`src/hw/rtl/tpm_ram.sv`:
```
`default_nettype none
module tpm_ram #(
  parameter int WIDTH = 8,
  parameter int DEPTH = 16,
  localparam int AW = $clog2(DEPTH)
) (
  input  wire logic             clk,
  input  wire logic             we,
  input  wire logic [AW-1:0]    waddr,
  input  wire logic [WIDTH-1:0] wdata,
  input  wire logic             re,
  input  wire logic [AW-1:0]    raddr,
  output logic      [WIDTH-1:0] rdata
);

  logic [WIDTH-1:0] mem [DEPTH];

  always_ff @(posedge clk) begin
    if (we) begin
      mem[waddr] <= wdata;
    end
    if (re) begin
      rdata <= mem[raddr];
    end
  end

endmodule
`default_nettype wire

```
`config.mk`:
```
export PLATFORM = sky130hd
export DESIGN_NAME = tpm_ram
export DESIGN_NICKNAME = d
export VERILOG_FILES = /design/src/hw/rtl/tpm_ram.sv
export SDC_FILE = /design/constraint.sdc
export NUM_CORES = 1
export LEC_CHECK = 0
export BUFFER_PORTS_ARGS = -buffer_cell sky130_fd_sc_hd__buf_2
export CELL_PAD_IN_SITES_DETAIL_PLACEMENT = 0
export CELL_PAD_IN_SITES_GLOBAL_PLACEMENT = 1
export CORE_UTILIZATION = 55
export CTS_CLUSTER_DIAMETER = 120
export DETAILED_ROUTE_END_ITERATION = 6
export GPL_ROUTABILITY_DRIVEN = 0
export PLACE_DENSITY_LB_ADDON = 0.15
export SLEW_MARGIN = 15
export SYNTH_ARGS = -nofsm -noshare
export SYNTH_HDL_FRONTEND = slang
export SYNTH_SLANG_ARGS = --single-unit
```
`constraint.sdc`:
```
create_clock -name clk -period 3.19 [get_ports clk]
set_input_delay 0.638 -clock clk [delete_from_list [all_inputs] [get_ports clk]]
set_output_delay 0.638 -clock clk [all_outputs]
set_load 0.02 [all_outputs]
```
# Word-level counts from Yosys, hierarchy flattened

Memory sizes are Yosys's and may differ from the RTL's. A register that Yosys moved wholly into a read port is not among the register bits.
Cells that the tools add are included.

Bits in registers: 0
Memory bits (writable): 128
Output and inout bits: 8
Logic and storage cells: 3
Memories: 1

Memory list:

| name | depth | width | rd ports | clocked after memory_dff | write ports | line | source |
|---|---|---|---|---|---|---|---|
| mem  | 16    | 8     | 1        | 1                        | 1           | 16   | `logic [WIDTH-1:0] mem [DEPTH];` |

Muxes and demuxes: 2

Operators with widths:

| kind              | count |
|---|---|
| two-way mux 1 bit | 2 |

# Depth between registers and ports, before layout

Word-level depth: 2
Depth in mapped cells: 5

# Worst setup path before layout

No wires, ideal clock.

Path kind: input to register
Start: in waddr[2]
End: mem mem[0][0], enable pin
Data arrival time: 1.748 ns
Data required time: 2.807 ns
Slack: 1.059 ns
Stages on the path: 2
Path buffers: 0
Path through: or3b_2 -> nor3_1

RTL lines:

| what               | line | source |
|---|---|---|
| start: declaration | 9    | `input wire logic [AW-1:0] waddr,` |
| end: declaration   | 16   |  |

Straight into the memory's write port.

# Final worst setup path

Start: in waddr[2]
End: mem mem[3][3], enable pin

Straight into the memory's write port.

==> metrics.md <==
| Metric | Value |
|---|---|
| Die W | around 99 um |
| Share of the synthesized area in the top cell type | between 70 and 80% |
| Synth Net Count | approximately 250 |
| Run status | finished clean |
| CTS sink cnt | ~140 |
| Pins Over Slew Limit | 0 |
| Residual DRC count | 0 |
| Worst r2r dst | rdata[4]$_DFFE_PP_ |
| 1st-iter DRT viols | 189 |
| Post_cts resized | 0 |
| DP Wirelength | roughly 6 mm |
| Antenna violations before repair | 0 |
| Mapped Avg Cell Area | between 20 and 25 um^2 |
| # nets final | 290 |
| Top Family by Delay on Critical Path | simple AND/OR/NAND/NOR gates |
| Final min period | roughly 1.7 ns |
| Port buffer count | 26 |
| Kind of critical path | input port to flop |
| Slew headroom | about two fifths |
| Final instance area | 6090 um^2 |
| Setup Skew | 0.00501 ns |
| Final TNS setup | 0 ns |
| Reg2Reg Setup Slack | roughly 1.7 ns |
| CP endpoint kind | flop |
| Post CTS Setup Buffer Count | 0 |
| Layout cell share with drive strength beyond 1 | between 20% and 30% |
| CTS Buf Count | 17 |
| CP max stage cell | nor2_1 |
| Area of the core | between 9000 and 10,000 um^2 |
| Worst slew pin tran | 0.897 ns |
| Cell taking the most area after synthesis | edfxtp_1 |
| Buf+Inv Stages, Crit Path | 1 |
| Distinct cells, synth | 18 |
| Hold WS | around 0.49 ns |
| Critical path fanouts, max | 8 |
| Synthesized cell area | 5230 um^2 |
| Worst skew pair latency | about 0.52 ns |
| DIE AREA | slightly below 10,000 um^2 |
| Via density per instance | slightly below 6 |
| Startpoint Class | input port |
| Worst path required time | about 3.3 ns |
| Yosys reg bits | approximately 140 |
| CP arrival | between 1.5 and 2 ns |
| WHS Endpoint | rdata[0]$_DFFE_PP_ |
| Worst path max stage delay | 0.63 ns |
| CTS tree | done |
| Placed cell area | around 5500 um^2 |
| Die Ht | between 90 and 100 um |
| Vias | between 2,000 and 2,500 |
| Bufs on Longest Clock Path | 2 |
| Synth Instances | between 200 and 250 |
| CTS Root Cell | clkbuf_8 |
| Initial core utilization | a little under three fifths |
| IR drop worst, VDD | about 410 uV |
| Highest Clock Rate | approximately 0.57 GHz |
| First-pass GRT wire length | about 15 mm |
| Cell Rows | 35 |
| Max-cap violation count | 0 |
| Tcrit/Tclk final | approximately 55% |
| Worst hold stages | 1 |
| CTS Hold Bufs | 0 |
| WL/cell | between 20 and 25 um |
| Final wirelength | between 9 and 10 mm |
| R2R depth | 3 |
| Gr usage total | between 20 and 25% |
| P&R area growth vs syn | 16.5% |
| Vias in the first global route | around 2,400 |
| Congestion Overflow GR | 0 |
| 1st-pass router iterations | 4 |
| Ys Warns | 0 |
| Hold Fails Final Rpt | 0 |
| Ranking of synthesized cells by area | edfxtp_1 78%, mux4_2 7.8%, mux4_1 7.0%, a22oi_1 2.3%, nor2_1 0.93% |
| Crit-path cells | buf_2 -> or3b_2 -> nor2_1 |
| Final setup fails | 0 |
| Final ANT Viol Nets | 0 |
| Cell Pwr Density | roughly 700 nW/um^2 |
| Worst Min Path Start | re |
| Htree depth | 4 |
| Reported leakage power | a little over 2 nW |
| Inserted Diodes | 0 |
| Reg clk slew, reported paths | roughly 0.06 ns |
| RR Startpoint | mem[3][4]$_DFFE_PP_ |
| Maximum number of pins on one net before global-route repair | 33 |
| RSZ-0062 raised after global routing | false |
| Io pins | 27 |
| Sequential share of the synthesized area | slightly below 80% |
| Hold Crit Class | input port to flop |
[layer usage]
layer	track usage, %	vias to the layer above	share of wire [%]
met5	0	-	0
met4	10.1	0	1.9
met3	5.62	17	5.1
met2	31.1	76	48
met1	33.3	1223	45
li1	-	1068	-
[stage by stage]
| stage | util [%] | power, mW | instances | setup WS, ns |
|---|---|---|---|---|
| after floorplan | - | 2.17 | 229 | 1.06 |
| after global placement | 59.5 | 2.25 | 381 | 0.935 |
| after detailed placement | 59.5 | 2.25 | 381 | 0.901 |
| after CTS | 65.9 | 4.16 | 413 | 1.44 |
| after global routing | 65.9 | 4.26 | 413 | 1.36 |
| final | 65.9 | 4.14 | 413 | 1.45 |
[kinds of logic (layout without fill, tap and decap cells)]
family | after synthesis | in the layout | synth area share (%)
flops | 136 | 136 | 78.1
simple gates | 35 | 35 | 3.14
mux | 32 | 32 | 14.8
compound gates | 16 | 16 | 2.30
buf+inv | 10 | 65 | 1.65
[flip-flops by register name, indices dropped and copies added, names as in the netlist]
register and flops:
mem 128, rdata 8
[Yosys cell counts]
library cell / n
clkdlybuf4s25_2: 3
nand2_1: 9
nand2b_1: 2
and2_1: 1
or3b_2: 1
mux4_1: 14
and2b_1: 1
nor3_1: 4
nor2_1: 13
nor2b_1: 1
a22oi_1: 16
buf_2: 3
nand3_1: 1
nand3b_1: 2
mux4_2: 18
buf_4: 1
buf_6: 3
edfxtp_1: 136
[report_power, final]
group	switching (mW)	total, mW	leakage (nW)	internal, mW
logic	0.114	0.188	0.514	0.0737
registers	0.00982	2.02	1.24	2.01
clock network	0.731	1.93	0.287	1.20
[worst max path at each step]
stage	start	endpoint	slack, ns	depth (start not counted)
floorplan	waddr[2]	mem[0][0]$_DFFE_PP_	1.06	2
global placement	waddr[2]	mem[2][2]$_DFFE_PP_	0.93	3
detailed placement	waddr[2]	mem[3][0]$_DFFE_PP_	0.90	3
CTS	rdata[6]$_DFFE_PP_	rdata[6]	1.44	1
global route	waddr[2]	mem[3][0]$_DFFE_PP_	1.36	3
finish	waddr[2]	mem[3][3]$_DFFE_PP_	1.45	3
[worst reg2reg max path, delay by kind of cell, from the launching register on]
family / cells / cell delay (ns)
compound gates: 1 / 0.30
mux: 1 / 0.48
flops: 1 / 0.36
simple gates: 1 / 0.10
[area by class of cell]
cell class	count	area (um^2)
Sequential cell	136	4080
Fill cell	604	3150
Multi-Input combinational cell	83	1060
Clock buffer	19	422
Timing Repair Buffer	33	195
Clock inverter	13	173
Tap cell	129	161
[layout by cell type (no fill, tap or decap), types with 2 or more instances in the layout]
cell type / instances
nand3b_1: 2
nor3_1: 4
mux4_1: 14
nor2_1: 13
buf_4: 6
clkbuf_1: 2
nand2b_1: 2
buf_2: 26
inv_6: 2
a22oi_1: 16
nand2_1: 9
edfxtp_1: 136
mux4_2: 18
clkinv_4: 6
bufinv_16: 3
clkbuf_16: 16
(Power assumes the default switching activity.)
