**src/hw/rtl/tpm_divider.sv**
```systemverilog
`default_nettype none
module tpm_divider #(
  parameter int NUM_W = 30,
  parameter int DEN_W = 11,
  localparam int CW = $clog2(NUM_W)
) (
  input  wire logic             clk,
  input  wire logic             rst,
  input  wire logic             start,
  input  wire logic [NUM_W-1:0] num,
  input  wire logic [DEN_W-1:0] den,
  output logic                  done,
  output logic      [NUM_W-1:0] quo
);

  logic             busy;
  logic [CW-1:0]    cnt;
  logic [DEN_W-1:0] rem;
  logic [DEN_W-1:0] den_r;
  logic [DEN_W:0]   trial;
  logic             ge;

  assign trial = {rem, quo[NUM_W-1]};
  assign ge    = trial >= {1'b0, den_r};

  always_ff @(posedge clk) begin
    if (rst) begin
      busy <= 1'b0;
      done <= 1'b0;
      cnt  <= '0;
    end else begin
      done <= 1'b0;
      if (start) begin
        busy  <= 1'b1;
        cnt   <= '0;
        rem   <= '0;
        quo   <= num;
        den_r <= den;
      end else if (busy) begin
        rem <= ge ? DEN_W'(trial - {1'b0, den_r}) : DEN_W'(trial);
        quo <= {quo[NUM_W-2:0], ge};
        cnt <= cnt + 1'b1;
        if (cnt == CW'(NUM_W - 1)) begin
          busy <= 1'b0;
          done <= 1'b1;
        end
      end
    end
  end

endmodule
`default_nettype wire

```
**config.mk**
```make
export PLATFORM = sky130hd
export DESIGN_NAME = tpm_divider
export DESIGN_NICKNAME = d
export VERILOG_FILES = /design/src/hw/rtl/tpm_divider.sv
export SDC_FILE = /design/constraint.sdc
export NUM_CORES = 1
export LEC_CHECK = 0
export ABC_CLOCK_PERIOD_IN_PS = 3700
export BUFFER_PORTS_ARGS = -buffer_cell sky130_fd_sc_hd__buf_2
export CORE_MARGIN = 5
export CORE_UTILIZATION = 53
export DETAILED_ROUTE_END_ITERATION = 10
export PLACE_DENSITY = 0.8
export SLEW_MARGIN = 20
export SYNTH_ARGS = -nofsm -noshare
export SYNTH_HDL_FRONTEND = slang
export SYNTH_SLANG_ARGS = --single-unit
```
**constraint.sdc**
```tcl
create_clock -name clk -period 3.7 [get_ports clk]
set_input_delay 0.185 -clock clk [delete_from_list [all_inputs] [get_ports clk]]
set_output_delay 0.185 -clock clk [all_outputs]
set_load 0.01 [all_outputs]
```
# After elaboration in Yosys (flattened, before gate mapping)
# Cells that the tools add are included.
word_totals:
  ff_bits: 59
  inputBits: 44
  word_cells: 25
op_classes:
  order_cmp: 1
  muxes: 8
  eq_ne: 1
  reduce_logical: 5
  add_sub_neg: 2
  bitwise: 2
ops:
  columns: ["cell", "n"]
  rows:
  - ["2-to-1 mux 30 bit", 2]
  - ["2-to-1 mux 11 bit", 2]
  - ["greater-or-equal comparator 12 x 11 -> 1 bit", 1]
  - ["subtractor 11 bit", 1]
  - ["adder 5 x 1 -> 5 bit, second input constant", 1]
  - ["equality test 5 bit, second input constant", 1]
  - ["2-to-1 mux 1 bit", 4]
  - ["AND reduction 2 bit", 2]
  - ["OR reduction 3 bit", 1]
  - ["NOT 1 bit", 2]
  - ["nonzero test 2 bit", 1]
  - ["OR reduction 2 bit", 1]

# Depth between registers and ports, before layout
depth:
  word_depth: 4
  depth_mapped: 10
  mapped_depth_nobuf: 9

# Worst setup path after synthesis
# No wires, ideal clock.
synth_timing:
  path_kind: "in2reg"
  startpoint: "input port start"
  endpoint: "register quo[0] (enable)"
  slack_ns: 0.623
  setup_time_ns: 0.439
  arrival_time_ns: 2.637
  path_stages: 4
  required_ns: 3.261
  cell_sequence: "clkbuf_1 -> buf_1 -> nor2_1 -> nor2_1"
synth_via:
  elab_chain_len: 2
synth_lines:
  columns: ["item", "line_no", "rtl"]
  rows:
  - ["from (decl)", "9", "input wire logic start,"]
  - ["nonzero test 2 bit (no source line)", null, null]
  - ["AND reduction 2 bit (no source line)", null, null]
  - ["to (signal assigned)", "37", "quo <= num;"]
  - ["to (signal assigned)", "41", "quo <= {quo[NUM_W-2:0], ge};"]
  - ["to (decl)", "13", "output logic [NUM_W-1:0] quo"]
# No other way between the ends.
# A chain may end at the register's enable or synchronous reset.

# Worst setup path after layout
layout_timing:
  startpoint: "register quo[29]"
  endpoint: "register rem[10] (data pin)"
layout_via:
  elab_chain_len: 3
  elab_cells_between_ends: 4
  classes_between: "1 x add/sub; 1 x order compare; 2 x mux"
layout_lines:
  columns: ["item", "line_no", "rtl"]
  rows:
  - ["subtractor 11 bit / greater-or-equal comparator 12 x 11 -> 1 bit (equally long branches)", "40, 24", null]
  - ["2-to-1 mux 11 bit (*)", "40", "rem <= ge ? DEN_W'(trial - {1'b0, den_r}) : DEN_W'(trial);"]
  - ["2-to-1 mux 11 bit (*)", "39", "end else if (busy) begin"]
  - ["to (signal assigned)", "40", null]
  - ["to (decl)", "18", "logic [DEN_W-1:0] rem;"]
# Mark *: on every way between the ends. The rest lies on a longest branch, timed or not. The select of a mux whose other input is x is not followed.

==> metrics.md <==
| Metric | Value |
|---|---|
| Result of the run | `finished, final reports clean` |
| Die X | `roughly 85 µm` |
| Start point of the worst hold path | `den[1]` |
| Number of buffers created by CTS | `9` |
| CTS tree | `done` |
| Yosys cell types | `38` |
| Post-route clock period utilization | `71.42%` |
| Share of synthesized area occupied by flip-flops and latches | `between 50% and 60%` |
| Kind of launch point of the worst setup path | `flip-flop` |
| First-pass iteration count of the detailed router | `4` |
| Routed WL | `~6300 µm` |
| GR Util All Layers | `roughly a fifth` |
| Cells after Synth | `221` |
| Crit-path max FO | `14` |
| Final-stage net count | `359` |
| Setup Total Neg Slack | `0 ns` |
| Reported leakage power | `between 1.5 and 2 nW` |
| Global-route wire length before repair | `10,540 µm` |
| Buf/Inv on CP | `1` |
| Area share of the largest cell type after synthesis | `~53%` |
| Net Count, Synth | `279` |
| Library cell occupying the most area in the post-synthesis netlist | `sky130_fd_sc_hd__edfxtp_1` |
| Starting Density | `54.00%` |
| Area enclosed by the die boundary | `a little over 0.007 mm²` |
| Cell family with the largest share of critical-path delay | `compound AO/OA/AOI/OAI gates` |
| Register clock-pin slew on the reported worst setup and hold paths | `0.07 ns` |
| Number of inserted filler cells in the final layout | `432` |
| Worst slew margin | `between 40% and 50%` |
| Slowest Stage Delay on Critical Path | `0.63 ns` |
| Number of H-tree levels | `3` |
| Number of max-slew violations in the final report | `0` |
| DP HPWL | `4245 µm` |
| Worst EP required | `~3.8 ns` |
| Post-synthesis sequential element count | `59` |
| Worst setup path startpoint | `quo[29]` |
| Synth-to-Final Area Change | `22.74%` |
| Largest net degree at the start of global routing | `43` |
| Tightest Hold Check Type | `primary input to flip-flop` |
| Critical-path top delay cell | `sky130_fd_sc_hd__o21ai_2` |
| Antenna viol nets, final | `0` |
| Crit path DAT | `2.73 ns` |
| Max-Cap Viols | `0` |
| Total chip power | `0.001799 W` |
| Count of routing violations after the opening detailed-route iteration | `between 100 and 150` |
| Number of rows created at floorplan | `27` |
| Critical Path, Cell by Cell | `inv_1, ha_1, fa_1, nand2b_1, a21o_1, a21oi_4, o21ai_2, nor2_1, a32o_1` |
| Maximum buffer depth of the clock tree | `2` |
| Number of antenna cells inserted | `0` |
| Average size of a mapped cell | `13.37 µm²` |
| Total vias in the final route | `between 2,000 and 2,500` |
| Fraction of final layout cells sized beyond drive strength 1 | `about two fifths` |
| Time the final worst path needs with I/O delays and setup | `2.642 ns` |
| Tightest hold margin | `between 0.02 and 0.025 ns` |
| Reg-to-Reg Start | `quo[29]` |
| Post-CTS Resized | `0` |
| Buffers on Ports | `74` |
| Skew-Pair Late Insertion Delay | `about 0.33 ns` |
| Crit path setup slack, layout | `1.058 ns` |
| Largest cells by area after synthesis | `sky130_fd_sc_hd__edfxtp_1 53%, sky130_fd_sc_hd__mux2_2 12%, sky130_fd_sc_hd__ha_1 5.5%, sky130_fd_sc_hd__dfxtp_1 4.7%, sky130_fd_sc_hd__nor2_1 2.9%` |
| Average wire length per cell after detail routing | `16.71 µm` |
| Antenna violations before repair | `0` |
| Power density of the placed cells | `495.9 mW/mm²` |
| Setup-failing EPs final | `0` |
| Final estimated routing congestion in global placement | `0.8272` |
| Die Height | `84.68 µm` |
| Post-synthesis instance area | `0.002955 mm²` |
| Number of hold buffers added after cts | `0` |
| Number of global-route vias before repair | `between 2,000 and 2,500` |
| Area of the core | `0.005473 mm²` |
| DP Worst Slack | `1.121 ns` |
| Vias per std cell | `roughly 5.3` |
| Final core utilization | `66.28%` |
| Hold Vio Cnt, Final | `0` |
| Tightest Pin Transition | `0.7702 ns` |
| RSZ-0062 raised after global routing | `no` |
| Clock root buffer | `sky130_fd_sc_hd__clkbuf_8` |
| DRC violations left | `0` |
| Achievable Freq | `0.3784 GHz` |
| Worst IR Drop VDD | `0.0003713 V` |
| Top-Level Pins | `75` |
| Number of sinks handled by clock tree synthesis | `59` |
| Count of buffers added by post-CTS timing repair for setup | `0` |
| Total congestion overflow after global routing | `0` |
| Kind of critical path | `flip-flop to flip-flop` |
| Warnings from Yosys | `0` |
| CP Capture Type | `flip-flop` |
| Fin Clk Skew | `0.003217 ns` |
## logic make-up after synthesis
logic type	share of synthesized area [%]
adder cells (fa/ha/maj)	6.181
AO/OA/AOI/OAI	8.680
XOR/XNOR	2.964
buffers and inverters	3.429
flip-flops	57.58
multiplexers	13.51
AND/OR/NAND/NOR	7.663
## sequential cells by signal (all words and copies together) (netlist names)
register / flops
busy: 1
cnt: 5
den_r: 11
done: 1
quo: 30
rem: 11
## metrics by stage
step                area (µm²)  instances
finish                    3627        378
floorplan                 2955        221
global route              3627        378
CTS                       3625        378
detailed placement        3417        362
global placement          3397        361
## cell type report
type                            count  area (µm²)  share of cell area, %
Multi-Input combinational cell    137        1162                  32.05
Clock buffer                       10       127.6                  3.518
Timing Repair Buffer               76       397.9                  10.97
Inverter                           18       67.56                  1.863
Tap cell                           72       90.09                  2.484
Sequential cell                    59        1702                  46.91
Clock inverter                      6       80.08                  2.208
## worst paths after layout
kind                            endpoint  slack [ns]  depth (start not counted)
worst max register to register   rem[10]        1.06                          9
worst min register to register    cnt[4]        0.52                          2
worst min-delay path            den_r[1]        0.02                          1
worst max-delay path             rem[10]        1.06                          9
## power breakdown
group	switching (W)	leakage [nW]	internal, W
clock network	0.000257	0.101	0.000374
logic	0.000191	0.850	0.000165
registers	0.0000248	0.554	0.000788
## Yosys cell counts
cell                         n
sky130_fd_sc_hd__edfxtp_1   52
sky130_fd_sc_hd__mux2_2     31
sky130_fd_sc_hd__nor2_1     23
sky130_fd_sc_hd__inv_1      18
sky130_fd_sc_hd__ha_1       13
sky130_fd_sc_hd__dfxtp_1     7
sky130_fd_sc_hd__xnor2_1     7
sky130_fd_sc_hd__a21oi_1     5
sky130_fd_sc_hd__mux2i_1     5
sky130_fd_sc_hd__nand2_1     5
sky130_fd_sc_hd__a21o_1      4
sky130_fd_sc_hd__clkbuf_1    4
sky130_fd_sc_hd__nand4_1     4
sky130_fd_sc_hd__o21a_1      4
sky130_fd_sc_hd__o21ai_0     4
sky130_fd_sc_hd__a211oi_1    3
sky130_fd_sc_hd__nor2b_1     3
sky130_fd_sc_hd__xor2_1      3
sky130_fd_sc_hd__buf_1       2
sky130_fd_sc_hd__nand2b_1    2
sky130_fd_sc_hd__nand3_1     2
sky130_fd_sc_hd__nor3_1      2
sky130_fd_sc_hd__o211ai_1    2
sky130_fd_sc_hd__o21ai_2     2
sky130_fd_sc_hd__a2111oi_4   1
sky130_fd_sc_hd__a211o_1     1
sky130_fd_sc_hd__a21oi_4     1
sky130_fd_sc_hd__a22o_1      1
sky130_fd_sc_hd__a32o_1      1
sky130_fd_sc_hd__and2b_1     1
sky130_fd_sc_hd__and3_1      1
sky130_fd_sc_hd__and4_1      1
sky130_fd_sc_hd__buf_6       1
sky130_fd_sc_hd__fa_1        1
sky130_fd_sc_hd__nor3_4      1
sky130_fd_sc_hd__o31a_1      1
sky130_fd_sc_hd__o41ai_2     1
sky130_fd_sc_hd__or2_1       1
## layout by cell type, fill, tap and decap left out, drive strengths merged, types with 3 or more instances in the layout
master | synthesis | layout
nor2 | 23 | 23
o21a | 4 | 4
clkbuf | 4 | 10
o21ai | 6 | 6
ha | 13 | 13
xnor2 | 7 | 7
nand4 | 4 | 4
nor3 | 3 | 3
xor2 | 3 | 3
mux2 | 31 | 31
a21o | 4 | 4
clkinv | 0 | 3
inv | 18 | 18
a211oi | 3 | 3
nand2 | 5 | 5
edfxtp | 52 | 52
a21oi | 6 | 6
buf | 3 | 76
dfxtp | 7 | 7
mux2i | 5 | 5
nor2b | 3 | 3
## routing by layer
layer  vias up  routed length, µm  global-route usage (%)
li1        973                  -                       -
met1       942               2721                   24.33
met2        79               2898                   28.19
met3        13                549                   8.243
met4         0                146                   7.338
met5         -                  0                       0
Note: power is estimated with default switching activity, not from simulation.
